### src/universal_code_codec_defines.svh
// Assertion macros for the universal code codec.
// Included by the RTL files that carry concurrent checks; no other dependencies.
`ifndef UNIVERSAL_CODE_CODEC_DEFINES_SVH
`define UNIVERSAL_CODE_CODEC_DEFINES_SVH
`ifndef SYNTHESIS
// Same-cycle implication, sampled on clk, off while rst_n is low
`define UCC_ASSERT_NOW(lbl, ante, cons) \
  lbl: assert property (@(posedge clk) disable iff (!rst_n) (ante) |-> (cons)) \
    else $error("%m: same-cycle check failed");
// Next-cycle implication, sampled on clk, off while rst_n is low
`define UCC_ASSERT_NEXT(lbl, ante, cons) \
  lbl: assert property (@(posedge clk) disable iff (!rst_n) (ante) |=> (cons)) \
    else $error("%m: next-cycle check failed");
`else
`define UCC_ASSERT_NOW(lbl, ante, cons)
`define UCC_ASSERT_NEXT(lbl, ante, cons)
`endif
`endif

### src/ucc_pkg.sv
// Shared types, register indexes and code tables for the universal code codec.
// No dependencies.
package ucc_pkg;

  // Code selection held in the code_kind register
  typedef enum logic [1:0] {
    KIND_UNARY  = 2'd0,
    KIND_BINARY = 2'd1,
    KIND_GAMMA  = 2'd2,
    KIND_FIB    = 2'd3
  } code_kind_t;

  // Configuration register indexes
  localparam logic CFG_CODE_KIND   = 1'b0;
  localparam logic CFG_DECODE_MODE = 1'b1;

  localparam int unsigned CW_W = 15;  // longest codeword (unary 15)

  // One codeword, first bit to send in the top position
  typedef struct packed {
    logic [CW_W-1:0] bits;
    logic [3:0]      len;
  } codeword_t;

  // One encoded bit leaving the serializer
  typedef struct packed {
    logic code_bit;
    logic last;
    logic err;
  } enc_word_t;

  // One decode result
  typedef struct packed {
    logic       valid;
    logic [3:0] symbol;
    logic       err;
  } dec_result_t;

  // C1 codeword per symbol, bits in send order (MSB of the 7-bit field first)
  function automatic codeword_t fib_codeword(input logic [3:0] s);
    logic [6:0] cw;
    logic [3:0] len;
    cw  = '0;
    len = 4'd0;
    unique case (s)
      4'd1:  begin cw = 7'b1100000; len = 4'd2; end
      4'd2:  begin cw = 7'b0110000; len = 4'd3; end
      4'd3:  begin cw = 7'b0011000; len = 4'd4; end
      4'd4:  begin cw = 7'b1011000; len = 4'd4; end
      4'd5:  begin cw = 7'b0001100; len = 4'd5; end
      4'd6:  begin cw = 7'b1001100; len = 4'd5; end
      4'd7:  begin cw = 7'b0101100; len = 4'd5; end
      4'd8:  begin cw = 7'b0000110; len = 4'd6; end
      4'd9:  begin cw = 7'b1000110; len = 4'd6; end
      4'd10: begin cw = 7'b0100110; len = 4'd6; end
      4'd11: begin cw = 7'b0010110; len = 4'd6; end
      4'd12: begin cw = 7'b1010110; len = 4'd6; end
      4'd13: begin cw = 7'b0000011; len = 4'd7; end
      4'd14: begin cw = 7'b1000011; len = 4'd7; end
      4'd15: begin cw = 7'b0100011; len = 4'd7; end
      default: begin cw = 7'b0000000; len = 4'd1; end
    endcase
    return '{bits: {cw, 8'b0}, len: len};
  endfunction

  // Zeckendorf value of gathered C1 bits, weights 1,2,3,5,8,13 from bit 0
  function automatic logic [5:0] fib_value(input logic [5:0] b);
    logic [5:0] v;
    v = 6'd0;
    if (b[0]) v = v + 6'd1;
    if (b[1]) v = v + 6'd2;
    if (b[2]) v = v + 6'd3;
    if (b[3]) v = v + 6'd5;
    if (b[4]) v = v + 6'd8;
    if (b[5]) v = v + 6'd13;
    return v;
  endfunction

endpackage

### src/ucc_encoder.sv
// Codeword serializer: a codeword per symbol, out a bit a cycle while advance is high.
// Depends on ucc_pkg and universal_code_codec_defines.svh.
`include "universal_code_codec_defines.svh"
module ucc_encoder
  import ucc_pkg::*;
(
  input  logic       clk,
  input  logic       rst_n,
  input  code_kind_t code_kind,
  input  logic       load,
  input  logic [3:0] symbol,
  input  logic       advance,
  output logic       busy,
  output enc_word_t  word
);

  logic [CW_W-1:0] shift_r, shift_nxt;
  logic [3:0]      cnt_r, cnt_nxt;
  logic            err_r, err_nxt;
  logic            busy_r, busy_nxt;
  codeword_t       cw;

  // Build the codeword for the arriving symbol
  always_comb begin
    cw = '{bits: '0, len: 4'd1};
    unique case (code_kind)
      KIND_UNARY: begin
        cw.bits = ~({CW_W{1'b1}} >> (symbol - 4'd1));
        cw.len  = symbol;
      end
      KIND_BINARY: begin
        cw.bits = {symbol, {(CW_W-4){1'b0}}};
        cw.len  = 4'd4;
      end
      KIND_GAMMA: begin
        priority if (symbol[3]) begin
          cw.bits = CW_W'(symbol) << 8;
          cw.len  = 4'd7;
        end else if (symbol[2]) begin
          cw.bits = CW_W'(symbol) << 10;
          cw.len  = 4'd5;
        end else if (symbol[1]) begin
          cw.bits = CW_W'(symbol) << 12;
          cw.len  = 4'd3;
        end else begin
          cw.bits = CW_W'(symbol) << 14;
          cw.len  = 4'd1;
        end
      end
      KIND_FIB: cw = fib_codeword(symbol);
      default: cw = '{bits: '0, len: 4'd1};
    endcase
  end

  // Load on a new symbol, shift on each taken bit
  always_comb begin
    shift_nxt = shift_r;
    cnt_nxt   = cnt_r;
    err_nxt   = err_r;
    busy_nxt  = busy_r;
    if (load) begin
      busy_nxt = 1'b1;
      if (symbol == 4'd0) begin
        shift_nxt = '0;
        cnt_nxt   = 4'd1;
        err_nxt   = 1'b1;
      end else begin
        shift_nxt = cw.bits;
        cnt_nxt   = cw.len;
        err_nxt   = 1'b0;
      end
    end else if (busy_r && advance) begin
      shift_nxt = {shift_r[CW_W-2:0], 1'b0};
      cnt_nxt   = cnt_r - 4'd1;
      if (cnt_r == 4'd1) busy_nxt = 1'b0;
    end
  end

  always_ff @(posedge clk) begin
    if (!rst_n) begin
      busy_r <= 1'b0;
      cnt_r  <= 4'd0;
    end else begin
      busy_r <= busy_nxt;
      cnt_r  <= cnt_nxt;
    end
    shift_r <= shift_nxt;
    err_r   <= err_nxt;
  end

  assign busy          = busy_r;
  assign word.code_bit = shift_r[CW_W-1];
  assign word.last     = (cnt_r == 4'd1);
  assign word.err      = err_r;

  `UCC_ASSERT_NOW(a_busy_has_bits, busy_r, cnt_r != 4'd0)
  `UCC_ASSERT_NOW(a_err_single, busy_r && err_r, cnt_r == 4'd1 && !shift_r[CW_W-1])
  `UCC_ASSERT_NEXT(a_last_frees, busy_r && advance && cnt_r == 4'd1 && !load, !busy_r)

endmodule

### src/ucc_decoder.sv
// Bit-serial decoder for the four codes; one code bit per accepted word.
// Depends on ucc_pkg.
module ucc_decoder
  import ucc_pkg::*;
(
  input  logic        clk,
  input  logic        rst_n,
  input  code_kind_t  code_kind,
  input  logic        clear,
  input  logic        take,
  input  logic        code_bit,
  output dec_result_t result
);

  logic [3:0] run_r, run_nxt;
  logic [5:0] bits_r, bits_nxt;
  logic [2:0] len_r, len_nxt;
  logic       pay_r, pay_nxt;
  logic       prev_r, prev_nxt;
  logic [5:0] shifted;
  logic [2:0] len_inc;
  logic [5:0] fib_sum;
  logic       restart;

  assign shifted = {bits_r[4:0], code_bit};
  assign len_inc = len_r + 3'd1;
  assign fib_sum = fib_value(bits_r);

  // Next decoder state and result for one code bit
  always_comb begin
    run_nxt  = run_r;
    bits_nxt = bits_r;
    len_nxt  = len_r;
    pay_nxt  = pay_r;
    prev_nxt = prev_r;
    restart  = 1'b0;
    result   = '0;
    unique case (code_kind)
      KIND_UNARY: begin
        if (code_bit) begin
          if (run_r >= 4'd14) begin
            restart    = 1'b1;
            result.err = 1'b1;
          end else begin
            run_nxt = run_r + 4'd1;
          end
        end else begin
          restart       = 1'b1;
          result.symbol = run_r + 4'd1;
          result.valid  = 1'b1;
        end
      end
      KIND_BINARY: begin
        if (len_r == 3'd3) begin
          restart = 1'b1;
          if (shifted[3:0] == 4'd0) result.err = 1'b1;
          else begin
            result.symbol = shifted[3:0];
            result.valid  = 1'b1;
          end
        end else begin
          bits_nxt = {2'b00, shifted[3:0]};
          len_nxt  = len_inc;
        end
      end
      KIND_GAMMA: begin
        if (!pay_r) begin
          if (!code_bit) begin
            if (run_r >= 4'd3) begin
              restart    = 1'b1;
              result.err = 1'b1;
            end else begin
              run_nxt = run_r + 4'd1;
            end
          end else if (run_r == 4'd0) begin
            restart       = 1'b1;
            result.symbol = 4'd1;
            result.valid  = 1'b1;
          end else begin
            pay_nxt  = 1'b1;
            bits_nxt = 6'd1;
            len_nxt  = 3'd1;
          end
        end else if ({1'b0, len_inc} < run_r + 4'd1) begin
          bits_nxt = shifted;
          len_nxt  = len_inc;
        end else begin
          restart       = 1'b1;
          result.symbol = shifted[3:0];
          result.valid  = 1'b1;
        end
      end
      KIND_FIB: begin
        if (code_bit && prev_r) begin
          restart = 1'b1;
          if (fib_sum > 6'd15) result.err = 1'b1;
          else begin
            result.symbol = fib_sum[3:0];
            result.valid  = 1'b1;
          end
        end else if (len_r >= 3'd6) begin
          restart    = 1'b1;
          result.err = 1'b1;
        end else begin
          bits_nxt = bits_r | (6'(code_bit) << len_r);
          len_nxt  = len_inc;
          prev_nxt = code_bit;
        end
      end
      default: result = '0;
    endcase
    if (result.err) result.valid = 1'b1;
  end

  // Hold state unless a bit is taken; drop it on restart or a register write
  always_ff @(posedge clk) begin
    if (!rst_n || clear || (take && restart)) begin
      run_r  <= 4'd0;
      bits_r <= 6'd0;
      len_r  <= 3'd0;
      pay_r  <= 1'b0;
      prev_r <= 1'b0;
    end else if (take) begin
      run_r  <= run_nxt;
      bits_r <= bits_nxt;
      len_r  <= len_nxt;
      pay_r  <= pay_nxt;
      prev_r <= prev_nxt;
    end
  end

endmodule

### src/universal_code_codec.sv
// Top level of the universal code codec: config registers, encoder, decoder, output stage.
// Depends on ucc_pkg, ucc_encoder, ucc_decoder and universal_code_codec_defines.svh.
//
// Encodes symbols 1..15 into unary, 4-bit binary, Elias gamma or C1 Fibonacci
// codewords, or decodes a stream of code bits back into symbols, chosen by the
// code_kind and decode_mode registers (write them only while the block is idle;
// any write restarts the decoder). In encode mode a symbol is loaded into a
// codeword shift register and then leaves one bit per cycle while the output
// register is free; codewords are 1..15 bits for unary, 4 for binary, 1..7 for
// gamma and 2..7 for C1, and the next symbol is taken once the last bit has
// left. Symbol zero gives one error word. In decode mode one code bit is taken
// each cycle that the output register is free, and a result word appears when
// a codeword completes or is found invalid. Results sit in a single output
// register that refills in the cycle it is taken.
`include "universal_code_codec_defines.svh"
module universal_code_codec
  import ucc_pkg::*;
(
  input  logic       clk,
  input  logic       rst_n,
  // configuration
  input  logic       cfg_we,
  input  logic       cfg_index,
  input  logic [1:0] cfg_wdata,
  // input words
  input  logic       in_valid,
  output logic       in_stall,
  input  logic [3:0] in_symbol_in,
  input  logic       in_code_bit,
  // result words
  output logic       out_valid,
  input  logic       out_stall,
  output logic       out_bit_out,
  output logic       out_bit_valid,
  output logic       out_last_bit,
  output logic [3:0] out_symbol_out,
  output logic       out_symbol_valid,
  output logic       out_code_error
);

  code_kind_t  code_kind_r;
  logic        decode_mode_r;
  logic        out_valid_r;
  logic        bit_out_r, bit_valid_r, last_bit_r, symbol_valid_r, code_error_r;
  logic [3:0]  symbol_out_r;
  logic        slot_free;
  logic        in_take;
  logic        enc_busy;
  logic        enc_emit;
  enc_word_t   enc_word;
  dec_result_t dec_res;

  // Write configuration registers
  always_ff @(posedge clk) begin
    if (!rst_n) begin
      code_kind_r   <= KIND_UNARY;
      decode_mode_r <= 1'b0;
    end else if (cfg_we) begin
      unique case (cfg_index)
        CFG_CODE_KIND:   code_kind_r   <= code_kind_t'(cfg_wdata);
        CFG_DECODE_MODE: decode_mode_r <= cfg_wdata[0];
        default:         code_kind_r   <= code_kind_r;
      endcase
    end
  end

  // Handshake: encode waits for the serializer, decode for the output slot
  assign slot_free = !out_valid_r || !out_stall;
  assign in_stall  = decode_mode_r ? !slot_free : enc_busy;
  assign in_take   = in_valid && !in_stall;
  assign enc_emit  = !decode_mode_r && enc_busy && slot_free;

  ucc_encoder u_enc (
    .clk       (clk),
    .rst_n     (rst_n),
    .code_kind (code_kind_r),
    .load      (in_take && !decode_mode_r),
    .symbol    (in_symbol_in),
    .advance   (enc_emit),
    .busy      (enc_busy),
    .word      (enc_word)
  );

  ucc_decoder u_dec (
    .clk       (clk),
    .rst_n     (rst_n),
    .code_kind (code_kind_r),
    .clear     (cfg_we),
    .take      (in_take && decode_mode_r),
    .code_bit  (in_code_bit),
    .result    (dec_res)
  );

  // Output register: fill from encoder or decoder, drop when taken
  always_ff @(posedge clk) begin
    if (!rst_n) begin
      out_valid_r <= 1'b0;
    end else if (enc_emit || (in_take && decode_mode_r && dec_res.valid)) begin
      out_valid_r <= 1'b1;
    end else if (!out_stall) begin
      out_valid_r <= 1'b0;
    end
  end

  always_ff @(posedge clk) begin
    if (enc_emit) begin
      bit_out_r      <= enc_word.code_bit;
      bit_valid_r    <= !enc_word.err;
      last_bit_r     <= enc_word.last;
      symbol_out_r   <= 4'd0;
      symbol_valid_r <= 1'b0;
      code_error_r   <= enc_word.err;
    end else if (in_take && decode_mode_r && dec_res.valid) begin
      bit_out_r      <= 1'b0;
      bit_valid_r    <= 1'b0;
      last_bit_r     <= 1'b1;
      symbol_out_r   <= dec_res.err ? 4'd0 : dec_res.symbol;
      symbol_valid_r <= !dec_res.err;
      code_error_r   <= dec_res.err;
    end
  end

  assign out_valid        = out_valid_r;
  assign out_bit_out      = bit_out_r;
  assign out_bit_valid    = bit_valid_r;
  assign out_last_bit     = last_bit_r;
  assign out_symbol_out   = symbol_out_r;
  assign out_symbol_valid = symbol_valid_r;
  assign out_code_error   = code_error_r;

  `UCC_ASSERT_NOW(a_one_kind, out_valid_r, $onehot({bit_valid_r, symbol_valid_r, code_error_r}))
  `UCC_ASSERT_NOW(a_err_last, out_valid_r && code_error_r, last_bit_r && symbol_out_r == 4'd0)
  `UCC_ASSERT_NOW(a_sym_nonzero, out_valid_r && symbol_valid_r, symbol_out_r != 4'd0)
  `UCC_ASSERT_NOW(a_enc_blocks, !decode_mode_r && enc_busy, in_stall)

endmodule
### config.mk
export PLATFORM = sky130hd
export DESIGN_NAME = universal_code_codec
export DESIGN_NICKNAME = d
export VERILOG_FILES = /design/src/ucc_pkg.sv /design/src/ucc_encoder.sv /design/src/ucc_decoder.sv /design/src/universal_code_codec.sv
export VERILOG_INCLUDE_DIRS = /design/src /design/src/src
export SDC_FILE = /design/constraint.sdc
export NUM_CORES = 1
export LEC_CHECK = 0
export ABC_AREA = 1
export BUFFER_PORTS_ARGS = -buffer_cell sky130_fd_sc_hd__buf_2
export CORE_ASPECT_RATIO = 0.8
export CORE_MARGIN = 5
export CORE_UTILIZATION = 40
export CTS_BUF_LIST = sky130_fd_sc_hd__clkbuf_8
export CTS_CLUSTER_SIZE = 10
export DETAILED_ROUTE_END_ITERATION = 12
export PLACE_DENSITY = 0.64
export SYNTH_ARGS = -nofsm -noshare
export SYNTH_HDL_FRONTEND = slang
export SYNTH_SLANG_ARGS = --single-unit
### constraint.sdc
create_clock -name clk -period 2.75 [get_ports clk]
set_input_delay 0.4125 -clock clk [delete_from_list [all_inputs] [get_ports clk]]
set_output_delay 0.4125 -clock clk [all_outputs]
set_load 0.1 [all_outputs]
Word level (Yosys, flattened, before mapping)
Memory sizes are Yosys's and may differ from the RTL's.
Index checks and enable logic that the tools add are counted.
Widths: inputs -> output; s select.
{ "op_classes": {"n_addsub": 9, "n_lt_le_gt_ge": 5, "eq_ne": 17, "shift": 2, "muxes": 84, "bitwise_logic": 5, "reduce_logical": 37} }
{ "op_table": {"columns": ["op", "n"], "rows": [
  ["$mux 6", 13],
  ["$pmux 19 s4", 1],
  ["$mux 19", 3],
  ["$mux 15", 3],
  ["$mux 5", 8],
  ["$mux 4", 9],
  ["$mux 1", 35],
  ["$pmux 6 s4", 1],
  ["$mux 3", 7],
  ["$pmux 6 s3", 1],
  ["$ne 2x2->1 const B", 8],
  ["$not 15->15", 1],
  ["$shr 15x4->15 const A", 1],
  ["$add 6x4->6 const B", 2],
  ["$logic_not 4->1", 3],
  ["$logic_and 1x1->1", 9],
  ["$pmux 3 s3", 1],
  ["$logic_not 1->1", 8],
  ["$pmux 4 s2", 1],
  ["$reduce_and 2->1", 4],
  ["$reduce_and 8->1", 1],
  ["$reduce_bool 2->1", 4],
  ["$sub 4x1->4 const B", 2],
  ["$reduce_and 7->1", 1],
  ["25 further kinds", 32]
]} }
{ "word_totals": {"ff_bits": 49, "rom_bits": 160, "in_bits": 13, "output_inout_bits": 11, "mem_count": 1} }
{ "memory_table": {"columns": ["memory", "depth", "width", "rd", "rd_ports_with_merged_regs", "write_ports", "line", "text"], "rows": [
  ["(no name shown)", 16, 10, 1, 0, 0, "ucc_pkg.sv:45", "unique case (s)"]
]} }

Longest topological paths before layout
Gate-level depths: netlist of the first run.
{ "depth": {"word_depth": 19, "ltp_mapped": 19, "mapped_depth_nobuf": 19} }

Modules after synthesis
From an unflattened synthesis of the first run, not the netlist that was laid out.
{ "hier_totals": {"hier_cells": 536, "area_unflattened_um2": 3821.2} }
{ "by_module_without_submodules": {"columns": ["mod", "n_inst", "cells_per_inst", "area_per_inst_um2", "seq_area_each_um2"], "rows": [
  ["ucc_decoder", 1, 267, 1689.1, 300.3],
  ["ucc_encoder", 1, 206, 1591.5, 580.6],
  ["universal_code_codec", 1, 63, 540.5, 300.3]
]} }

Worst setup path after synthesis of the first run
No wires, ideal clock.
{ "synth_timing": {"path_kind": "flip-flop to output port", "start": "register out_valid_r (netlist: out_valid)", "end": "output in_stall", "arrival_time_ns": 3.270, "path_slack_ns": -0.933, "path_stages_with_launch": 3, "n_path_buf": 0, "cell_sequence": "dfxtp_1 > nand2_1 > o21ai_0"} }
{ "synth_via": {"elab_chain_len": 4} }
{ "synth_rtl": {"columns": ["element", "line", "text"], "rows": [
  ["start, declared", "universal_code_codec.sv:43", "logic out_valid_r;"],
  ["start signal, assigned", "universal_code_codec.sv:97", "out_valid_r <= 1'b0;"],
  ["start signal, assigned", "universal_code_codec.sv:99", "out_valid_r <= 1'b1;"],
  ["start signal, assigned", "universal_code_codec.sv:101", "out_valid_r <= 1'b0;"],
  ["$logic_not 1->1", "universal_code_codec.sv:68", "assign slot_free = !out_valid_r || !out_stall;"],
  ["$logic_or 1x1->1", "universal_code_codec.sv:68", null],
  ["$logic_not 1->1", "universal_code_codec.sv:69", "assign in_stall = decode_mode_r ? !slot_free : enc_busy;"],
  ["$mux 1", "universal_code_codec.sv:69", null],
  ["end, declared", "universal_code_codec.sv:27", "output logic in_stall,"]
]} }
No other way between the ends.

Worst setup path in the final report of the first run
{ "layout_timing": {"start": "register u_dec.bits_r[0]", "end": "register code_error_r (netlist: out_code_error) (data pin)"} }
{ "layout_via": {"elab_chain_len": 17, "elab_cells_between_ends": 20, "classes_between": "5 x add/sub; 1 x order compare; 13 x mux; 1 x reduce/logical"} }
{ "layout_rtl": {"columns": ["element", "line", "text"], "rows": [
  ["start, declared", "ucc_decoder.sv:16", "logic [5:0] bits_r, bits_nxt;"],
  ["start signal, assigned", "ucc_decoder.sv:125", "bits_r <= bits_nxt;"],
  ["$mux 1", "ucc_pkg.sv:70", "if (b[0]) v = v + 6'd1;"],
  ["$add 1x2->3", "ucc_pkg.sv:71", "if (b[1]) v = v + 6'd2;"],
  ["$mux 6", "ucc_pkg.sv:71", null],
  ["$add 6x2->6", "ucc_pkg.sv:72", "if (b[2]) v = v + 6'd3;"],
  ["$mux 6", "ucc_pkg.sv:72", null],
  ["$add 6x3->6", "ucc_pkg.sv:73", "if (b[3]) v = v + 6'd5;"],
  ["$mux 6", "ucc_pkg.sv:73", null],
  ["$add 6x4->6", "ucc_pkg.sv:74", "if (b[4]) v = v + 6'd8;"],
  ["$mux 6", "ucc_pkg.sv:74", null],
  ["$add 6x4->6", "ucc_pkg.sv:75", "if (b[5]) v = v + 6'd13;"],
  ["$mux 6", "ucc_pkg.sv:75", null],
  ["$gt 6x4->1", "ucc_decoder.sv:96", "if (fib_sum > 6'd15) result.err = 1'b1;"],
  ["$mux 1", "ucc_decoder.sv:96", null],
  ["$mux 1", "ucc_decoder.sv:94", "if (code_bit && prev_r) begin"],
  ["$pmux 6 s4 (*)", "ucc_decoder.sv:38", "unique case (code_kind)"],
  ["$mux 1 (*)", "universal_code_codec.sv:113", "end else if (in_take && decode_mode_r && dec_res.valid) begin"],
  ["$mux 1 (*)", "universal_code_codec.sv:106", "if (enc_emit) begin"],
  ["end signal, assigned", "universal_code_codec.sv:112", "code_error_r <= enc_word.err;"],
  ["end signal, assigned", "universal_code_codec.sv:119", "code_error_r <= dec_res.err;"],
  ["end, declared", "universal_code_codec.sv:44", "logic bit_out_r, bit_valid_r, last_bit_r, symbol_valid_r, code_error_r;"]
]} }
Mark *: on every way between the ends. The rest lies on a longest branch, timed or not. The select of a mux whose other input is x is not followed.
A chain may end at the register's enable or synchronous reset.

==> run_results.csv, run 1 <==
group,metric,value,unit
setup_path,cp_max_fo,5,
timing,hold_slack,377,ps
global_route,grt_pass1_vias,2914,
power_and_ir_drop,p_per_area,459,nW/µm²
die,io_pins,24,
cells_and_area,final_layout_size_suffix_gt1_share,14.7,%
yosys,synth-edff-count,20,
place,place_congestion,0.949,
timing,tns,0,ps
global_route,grt_antenna_before_repair,0,
drt,drt_wl_total,8380,µm
timing,drv_slew,0,
timing,finalSetupViolCount,0,
min_path,min_path_cells,3,
global_route,grt_pass1_wl,14200,µm
timing,slew_headroom,67.6,%
place,port_buffers,23,
clocking,cts_tree,"yes",
clocking,cts_num_sinks,49,
cells_and_area,syn_to_final_growth,9.96,%
cells_and_area,register_area,1180,µm²
timing,finalClockSkew,6.73,ps
global_route,track_usage,16.5,%
timing,worstMarginPinSlew,485,ps
min_path,hold_path_end,"decode_mode_r",
yosys,yosysTopAreaCell,"edfxtp_1",
yosys,yosysMostFrequentCell,"nand2_1",
clocking,clkTransAtPathRegs,100,ps
drt,route.detailed.drc,0,
drt,viasPerCell,5.15,
cells_and_area,multi_input_area,1920,µm²
drt,first_iter_violations,274,
clocking,cts_hold_buf,0,
cells_and_area,fin_nets,530,
cells_and_area,diodes,0,
timing,max_freq,393,MHz
setup_path,worstPathRequired,2820,ps
timing,finalCritPeriodShare,92.5,%
die,die_h,92.7,µm
clocking,clock-root-buffer,"clkbuf_8",
clocking,clockBufferDepth,2,
die,rows,30,
die,die_area,10500,µm²
setup_path,ff2ff_setup_slack,210,ps
cells_and_area,fin_cells,608,
yosys,ys.flop_type,"dfxtp_1",
yosys,netlist_area,3420,µm²
yosys,ys_seq_elements,49,
yosys,syn_area_per_cell,7.30,µm²
place,dp.cells,599,
global_route,grt_max_degree,21,
timing,rsz0062_at_grt,"false",
place,dp_hpwl,6480,µm
power_and_ir_drop,total_leakage_power,0.00166,µW
min_path,min_from,"cfg_we",
yosys,synth-async-reset-ratio,0,%
timing,period_minus_slack,2540,ps
timing,finalHoldViolations,0,
setup_path,worst-setup-path-type,"reg -> reg",
setup_path,startpoint_type,"flip-flop",
yosys,ys_warn_count,0,
clocking,htreeDepth,2,
drt,firstDrtPassIters,5,
die,initial_core_util,40.6,%
clocking,clk_latency,300,ps
yosys,yosysUniqueCellTypes,43,
drt,vias,3130,
setup_path,reg2reg_to,"out_code_error",
cells_and_area,fillCellCount,862,
die,core-area,8410,µm²
yosys,ys_top_cells_by_area,"edfxtp_1 18%, dfxtp_1 17%, nand2_1 12%",
drt,ant_nets,0,
min_path,hold_class,"in -> reg",
run_status,status,"completed",
die,fp.dieW,113,µm
power_and_ir_drop,p_total,1720,µW
yosys,synth.top_cell.area_share,17.6,%
setup_path,crit_arrival,2610,ps
yosys,yosysSeqAreaShare,34.6,%
yosys,syn_nets,503,
yosys,ys_top_cells_by_count,"112 x nand2_1, 60 x inv_1, 38 x nor2_1",
yosys,syn_inst,468,
drt,wl_per_cell,13.8,µm
job,cap_violations,0,
clocking,numCtsBuffers,5,
setup_path,critPathCaptureType,"flip-flop",
setup_path,timing.rr.start,"u_dec.bits_r[0]",
power_and_ir_drop,ir_drop,251,µV
global_route,overflow,0,
setup_path,rr_worst_depth,18,
==> worst max-delay path, stage by stage (launching register included) <==
cell and delay (ps):
dfxtp_1 340, inv_1 90, ha_4 260, nand2_1 60
o21a_1 140, ha_1 280, nand2_1 90, nand2_1 80
ha_2 190, nor2_1 80, nand3_1 100, nand2_1 70
nand2_1 60, nand2_2 90, nand2_1 60, nand2_1 60
nand3_1 90, nor2_1 120, nor2_1 40
==> how the worst max path moves through the flow <==
stage,start,end,cells after the start
final,u_dec.bits_r[0],out_code_error,18
after global routing,u_dec.bits_r[0],out_code_error,18
after CTS,u_dec.bits_r[1],out_code_error,18
after detailed placement,u_dec.bits_r[1],out_code_error,18
after global placement,u_dec.bits_r[1],out_code_error,18
after floorplan,u_dec.bits_r[0],out_code_error,18
==> layout make-up <==
| type | instances | share of cell area [%] |
|---|---|---|
| multi-input cells | 342 | 51.2 |
| flip-flops and latches | 49 | 31.5 |
| inverters | 68 | 7.00 |
| repair buffers | 29 | 4.26 |
| well taps | 112 | 3.73 |
| clock buffers | 5 | 1.83 |
| clock inverters | 3 | 0.466 |
==> metal layers <==
metal  routed length (µm)  GRT usage (%)  part of all wire, %
met1                 4470           25.3                   53
met2                 3410           23.4                   41
met3                  407           2.87                  4.9
met4                   91           4.20                  1.1
met5                    0              0                    0
==> kinds of logic after synthesis <==
group	after synthesis	share of synthesized area, %
and+or+nand+nor	215	28.4
AOI/OAI and AO/OA	97	17.1
buffers and inverters	77	9.71
DFF	49	34.6
adders and majority gates	22	8.06
xor gates and xnor gates	7	1.79
muxes	1	0.293
==> power by group <==
part           total, µW  switching, µW  internal [µW]
logic                425            315            110
clock network        431            254            177
registers            867           29.8            837
total               1720            598           1120
==> state kept, by name, indices dropped and copies added, names as in the netlist, 2 cells and up <==
signal	cells
out_symbol_out	4
u_enc.cnt_r	4
code_kind_r	2
u_enc.shift_r	15
u_dec.len_r	3
u_dec.bits_r	6
u_dec.run_r	4
==> cell usage in the layout (no fill, tap or decap), drive strengths merged, types with 2 or more instances in the layout <==
master,netlist,routed
xor2,6,6
o31ai,2,2
nand4,10,10
o211ai,5,5
a21oi,36,36
a31oi,7,7
nand2,119,119
dfxtp,29,29
inv,67,69
o21ai,32,32
o22ai,5,5
nand3,32,32
a32o,3,3
nor3,10,10
a211oi,2,2
ha,22,22
nor2,43,43
clkbuf,3,5
buf,6,29
edfxtp,20,20
==> metrics by stage <==
| stage | util [%] | instance area [µm²] | setup WS, ps |
|---|---|---|---|
| after floorplan | - | 3420 | 297 |
| after global placement | 43.3 | 3640 | 175 |
| after detailed placement | 43.3 | 3640 | 92.9 |
| after CTS | 44.4 | 3730 | 82.8 |
| after global routing | 44.7 | 3760 | 10.4 |
| final | 44.7 | 3760 | 206 |
==> what timing repair did <==
item / 4_1_cts / 5_1_grt
endpoints found under the setup margin: 0 / 2
gates resized for setup: 0 / 5
buffers inserted: 0 / 1
Note: power is estimated with default switching activity, not from simulation.
==> run 2: changes to the inputs <==
CELL_PAD_IN_SITES_DETAIL_PLACEMENT = 0   (was unset)
CELL_PAD_IN_SITES_GLOBAL_PLACEMENT = 1   (was unset)
PLACE_DENSITY = 0.8   (was 0.64)
SKIP_LAST_GASP = 1   (was unset)
==> run 2 against run 1 <==
  * Clock power up 7.4%
  * Combinational power is essentially flat
  * Power increased by 2.1%
  * Flip-flop and latch count stayed put
  * Count of clock-buffer cells in the layout up 1
  * Sequential power is essentially flat
  * Maximum frequency is 0.49% higher
  * Critical path depth stayed put
  * Non-clock buffer count increased by 1
  * Critical path type unchanged
  * Highest routed layer unchanged
==> run_results.csv, run 2 (synthesis results as in run 1) <==
group,metric,value,unit
timing,drv_slew,0,
place,place_congestion,0.868,
timing,finalSetupViolCount,0,
timing,tns,0,ps
place,dp_hpwl,6580,µm
min_path,hold_class,"in -> reg",
global_route,grt_pass1_vias,2886,
global_route,overflow,0,
timing,layout_setup_ws,218,ps
setup_path,crit_chain,"inv_2 > ha_1 > nand2_1 > o21a_1 > ha_1 > nand2_1 > nand2_1 > ha_1 > nor2_1 > nand3_1 > nand2_1 > nand2_1 > nand2_2 > nand2_1 > nand2_1 > nand3_1 > nor2_1 > nor2_1",
setup_path,worst-setup-path-type,"reg -> reg",
drt,viasPerCell,5.22,
global_route,track_usage,16.6,%
drt,route.detailed.drc,0,
clocking,clkTransAtPathRegs,100,ps
die,fp.dieW,113,µm
setup_path,worstPathRequired,2820,ps
drt,vias,3178,
place,placed_area,3640,µm²
power_and_ir_drop,switching_share,34.4,%
clocking,clockBufferDepth,2,
power_and_ir_drop,pwr-share-clk,26.3,%
timing,finalHoldViolations,0,
clocking,cts_hold_buf,0,
job,cap_violations,0,
cells_and_area,final_layout_size_suffix_gt1_share,14.7,%
timing,finalClockSkew,7.71,ps
clocking,numCtsBuffers,5,
power_and_ir_drop,ir_drop,215,µV
drt,drt_wl_total,8580,µm
run_status,status,"completed",
die,rows,30,
power_and_ir_drop,total_leakage_power,0.00167,µW
global_route,grt_antenna_before_repair,0,
cells_and_area,final_area,3760,µm²
die,die_h,92.7,µm
setup_path,crit_slowest_cell,"dfxtp_2",
power_and_ir_drop,p_per_area,468,nW/µm²
drt,wl_per_cell,14.1,µm
place,pre_cts_slack,112,ps
die,io_pins,24,
drt,first_iter_violations,268,
drt,ant_nets,0,
power_and_ir_drop,pwr-share-seq,49.4,%
setup_path,ff2ff_setup_slack,220,ps
cells_and_area,top_regs,"u_enc.shift_r x15, u_dec.bits_r x6",
setup_path,startpoint_type,"flip-flop",
timing,slew_headroom,62.2,%
setup_path,critPathCaptureType,"flip-flop",
timing,period_minus_slack,2530,ps
cells_and_area,fin_nets,531,
cells_and_area,multi_input_area,1910,µm²
setup_path,cpPeakStageDelay,370,ps
timing,worstMarginPinSlew,566,ps
setup_path,cp_max_fo,4,
clocking,cts_tree,"yes",
cells_and_area,diodes,0,
cells_and_area,syn_to_final_growth,10.0,%
die,die_area,10500,µm²
cells_and_area,layout_common_cells,"111 x nand2_1, 59 x inv_1, 38 x nor2_1",
setup_path,crit_top_cell,"nand2_1",
cells_and_area,register_area,1180,µm²
power_and_ir_drop,p_int,1150,µW
timing,finalCritPeriodShare,92.1,%
global_route,grt_pass1_wl,14200,µm
drt,firstDrtPassIters,5,
clocking,cts_num_sinks,49,
global_route,grt_max_degree,21,
power_and_ir_drop,p_sw,605,µW
cells_and_area,largest-register,"u_enc.shift_r",
setup_path,crit_arrival,2610,ps
cells_and_area,largest_reg_flops,15,
cells_and_area,fillCellCount,886,
cells_and_area,final_common_cell,"nand2_1",
die,core-area,8410,µm²
timing,rsz0062_at_grt,"false",
power_and_ir_drop,p_comb_share,24.3,%
clocking,htreeDepth,2,
timing,max_freq,395,MHz
die,initial_core_util,40.6,%
place,port_buffers,23,
clocking,clk_latency,310,ps
clocking,clock-root-buffer,"clkbuf_8",
[run 2: changes by cell type in the layout (fill, tap and decap cells not counted), sizes merged]
cell      before  now
clkbuf         5    6
clkinv         1    3
inv           69   67
buf           29   30
clkinvlp       1    0
[run 2: area by class of cell]
class,instances,share of cell area [%]
clock buffer,6,2.20
multi-input combinational,342,50.8
clock inverter,2,0.366
sequential,49,31.5
inverter,68,6.99
tap,112,3.73
timing repair buffer,30,4.46
[run 2: worst max-delay path: cells and delay by family, from the launching register on]
family / cells / cell delay (ps)
AO/OA/AOI/OAI: 1 / 130
adder cells (fa/ha/maj): 3 / 770
buffers and inverters: 1 / 60
flip-flops: 1 / 370
AND/OR/NAND/NOR: 13 / 960
[run 2: power groups by stage]
stage / Combinational, µW / Sequential, µW / Clock (µW)
final: 427 / 868 / 463
after global routing: 471 / 874 / 512
after CTS: 427 / 868 / 484
after detailed placement: 425 / 885 / 0
after global placement: 422 / 882 / 0
after floorplan: 247 / 963 / 0
[run 2: repair_timing]
action                                  in CTS  in global routing
resized for setup                            0                  3
setup buffers                                0                  2
endpoints found under the setup margin       0                  1
[run 2: routing by layer]
metal / track usage (%) / wire (µm)
met1: 25.6 / 4360
met2: 23.5 / 3460
met3: 3.20 / 666
met4: 3.90 / 84
met5: 0 / 0
[run 2: metrics by stage]
step	instances	hold WS, ps	total power [µW]	utilization, %
after global placement	599	434	1300	43.3
after global routing	609	388	1860	44.7
after CTS	607	370	1780	44.5
final	609	384	1760	44.7
after detailed placement	599	444	1310	43.3
after floorplan	468	450	1210	-
[run 2: path summary, 6_finish.rpt]
kind | depth (start not counted) | start | to
setup / recovery | 18 | u_dec.bits_r[1] | out_code_error
hold / removal | 3 | cfg_we | decode_mode_r
setup reg to reg | 18 | u_dec.bits_r[1] | out_code_error
hold reg to reg | 2 | out_symbol_out[0] | out_symbol_out[0]
==> run 3: changes to the inputs <==
CORE_UTILIZATION = 45   (was 40)
CTS_CLUSTER_SIZE = 28   (was 10)
PLACE_DENSITY = 0.88   (was 0.8)
==> run 3 against run 2 <==
  * Clock power is 9.9% higher
  * Count of clock-buffer cells in the layout is 1 lower
  * Via count is 2.3% higher
  * Die area is 10% lower
  * Clock skew is 1.6 ps lower
  * First-iteration DRC count is 6.3% lower
  * Final area is 1.5% higher
  * Non-clock buffer count is 2 higher
  * Sequential share of layout area is 0.41 points lower
  * Final cell count is 0.82% lower
  * Worst setup slack worse by 13 ps
  * Critical path depth is 1 higher
  * Critical path type unchanged
  * Largest power group unchanged
  * Highest routed layer unchanged
==> run_results.csv, run 3 (synthesis results as in run 1) <==
group,metric,value,unit
setup_path,worstPathRequired,2810,ps
clocking,clk_latency,300,ps
timing,slew_headroom,61.2,%
setup_path,cp_max_fo,5,
cells_and_area,final_layout_size_suffix_gt1_share,16.2,%
cells_and_area,final_common_cell,"nand2_1",
timing,worstMarginPinSlew,581,ps
clocking,htreeDepth,2,
power_and_ir_drop,p_total,1810,µW
setup_path,crit_top_cell,"nand2_1",
die,die_area,9440,µm²
job,cap_violations,0,
cells_and_area,largest-register,"u_enc.shift_r",
timing,max_freq,393,MHz
power_and_ir_drop,ir_drop,201,µV
setup_path,cpPeakStageDelay,340,ps
setup_path,ff2ff_setup_slack,200,ps
place,pre_cts_slack,72.4,ps
clocking,clkTransAtPathRegs,90,ps
timing,finalHoldViolations,0,
die,initial_core_util,46.2,%
cells_and_area,top_regs,"u_enc.shift_r x15, u_dec.bits_r x6",
global_route,grt_pass1_vias,3079,
power_and_ir_drop,p_per_area,474,nW/µm²
drt,vias,3252,
setup_path,crit_slowest_cell,"dfxtp_1",
power_and_ir_drop,total_leakage_power,0.00170,µW
setup_path,crit_arrival,2600,ps
cells_and_area,syn_to_final_growth,11.7,%
clocking,clock-root-buffer,"clkbuf_8",
setup_path,startpoint_type,"flip-flop",
die,fp.dieW,107,µm
timing,drv_slew,0,
drt,wl_per_cell,14.3,µm
timing,tns,0,ps
setup_path,crit_chain,"inv_1 > ha_1 > nand2_1 > o21a_1 > ha_1 > nand2_2 > nand2_2 > ha_4 > nor2_2 > nand3_1 > nand2_1 > inv_1 > nand3_2 > nand2_2 > nand2_1 > nand2_1 > nand3_2 > nor2_1 > nor2_1",
setup_path,critPathCaptureType,"flip-flop",
die,core-area,7390,µm²
timing,finalCritPeriodShare,92.5,%
die,io_pins,24,
drt,viasPerCell,5.38,
clocking,numCtsBuffers,5,
timing,layout_setup_ws,205,ps
cells_and_area,diodes,0,
global_route,grt_pass1_wl,14700,µm
clocking,cts_hold_buf,0,
die,rows,28,
cells_and_area,largest_reg_flops,15,
drt,route.detailed.drc,0,
timing,period_minus_slack,2550,ps
drt,first_iter_violations,251,
global_route,grt_antenna_before_repair,0,
drt,firstDrtPassIters,6,
drt,drt_wl_total,8620,µm
cells_and_area,final_util,51.6,%
global_route,overflow,0,
cells_and_area,fin_nets,533,
clocking,clockBufferDepth,2,
clocking,cts_tree,"yes",
min_path,hold_class,"in -> reg",
cells_and_area,layout_common_cells,"109 x nand2_1, 60 x inv_1, 37 x nor2_1",
run_status,status,"completed",
global_route,grt_max_degree,21,
clocking,cts_num_sinks,49,
place,dp_hpwl,6420,µm
timing,finalSetupViolCount,0,
global_route,track_usage,19.3,%
drt,ant_nets,0,
setup_path,timing.rr.start,"u_dec.bits_r[0]",
setup_path,crit_start,"u_dec.bits_r[0]",
cells_and_area,fillCellCount,748,
place,port_buffers,23,
place,place_congestion,0.901,
die,die_h,87.9,µm
min_path,min_from,"cfg_we",
timing,finalClockSkew,6.12,ps
setup_path,worst-setup-path-type,"reg -> reg",
## run 3: worst paths after layout
check | cells after the start | endpoint
worst min-delay path | 3 | decode_mode_r
worst max-delay path | 19 | out_code_error
worst min register to register | 2 | out_symbol_out[0]
worst max register to register | 19 | out_code_error
## run 3: stage by stage
step / std cells / area (µm²) / hold slack [ps]
2_1_floorplan: 468 / 3420 / 450
3_3_place_gp: 594 / 3650 / 433
3_5_place_dp: 594 / 3650 / 435
4_1_cts: 602 / 3760 / 369
5_1_grt: 604 / 3820 / 395
6_report: 604 / 3820 / 383
## run 3: per-layer routing
layer	global-route usage, %	vias up	part of all wire [%]
met4	3.90	0	0.75
met5	0	-	0
met3	4.20	6	7.9
met1	28.3	1498	50
met2	29.4	111	41
li1	-	1637	-
## run 3: worst max-delay path, delay by kind of cell (launching register included)
family | cells | cell delay [ps]
AO/OA/AOI/OAI | 1 | 150
flip-flops | 1 | 340
buffers and inverters | 2 | 140
adder cells (fa/ha/maj) | 3 | 710
AND/OR/NAND/NOR | 13 | 960
## run 3: what timing repair did
item	4_1_cts	5_1_grt
gates resized for setup	0	13
endpoints found under the setup margin	0	5
hold endpoints to repair	0	0
setup buffers	0	2
## run 3: cell type report
class,count,area (µm²),area share [%]
Clock buffer,5,68.8,1.80
Clock inverter,3,37.5,0.984
Inverter,68,263,6.89
Sequential cell,49,1180,31.0
Tap cell,105,131,3.44
Multi-Input combinational cell,342,1950,51.0
Timing Repair Buffer,32,183,4.79
## run 3: power breakdown
group          leakage, µW  total [µW]  switching (µW)  internal [µW]
clock network    0.0000570         509             244            265
registers         0.000433         867            30.5            836
logic              0.00120         432             318            114
total              0.00170        1810             592           1220
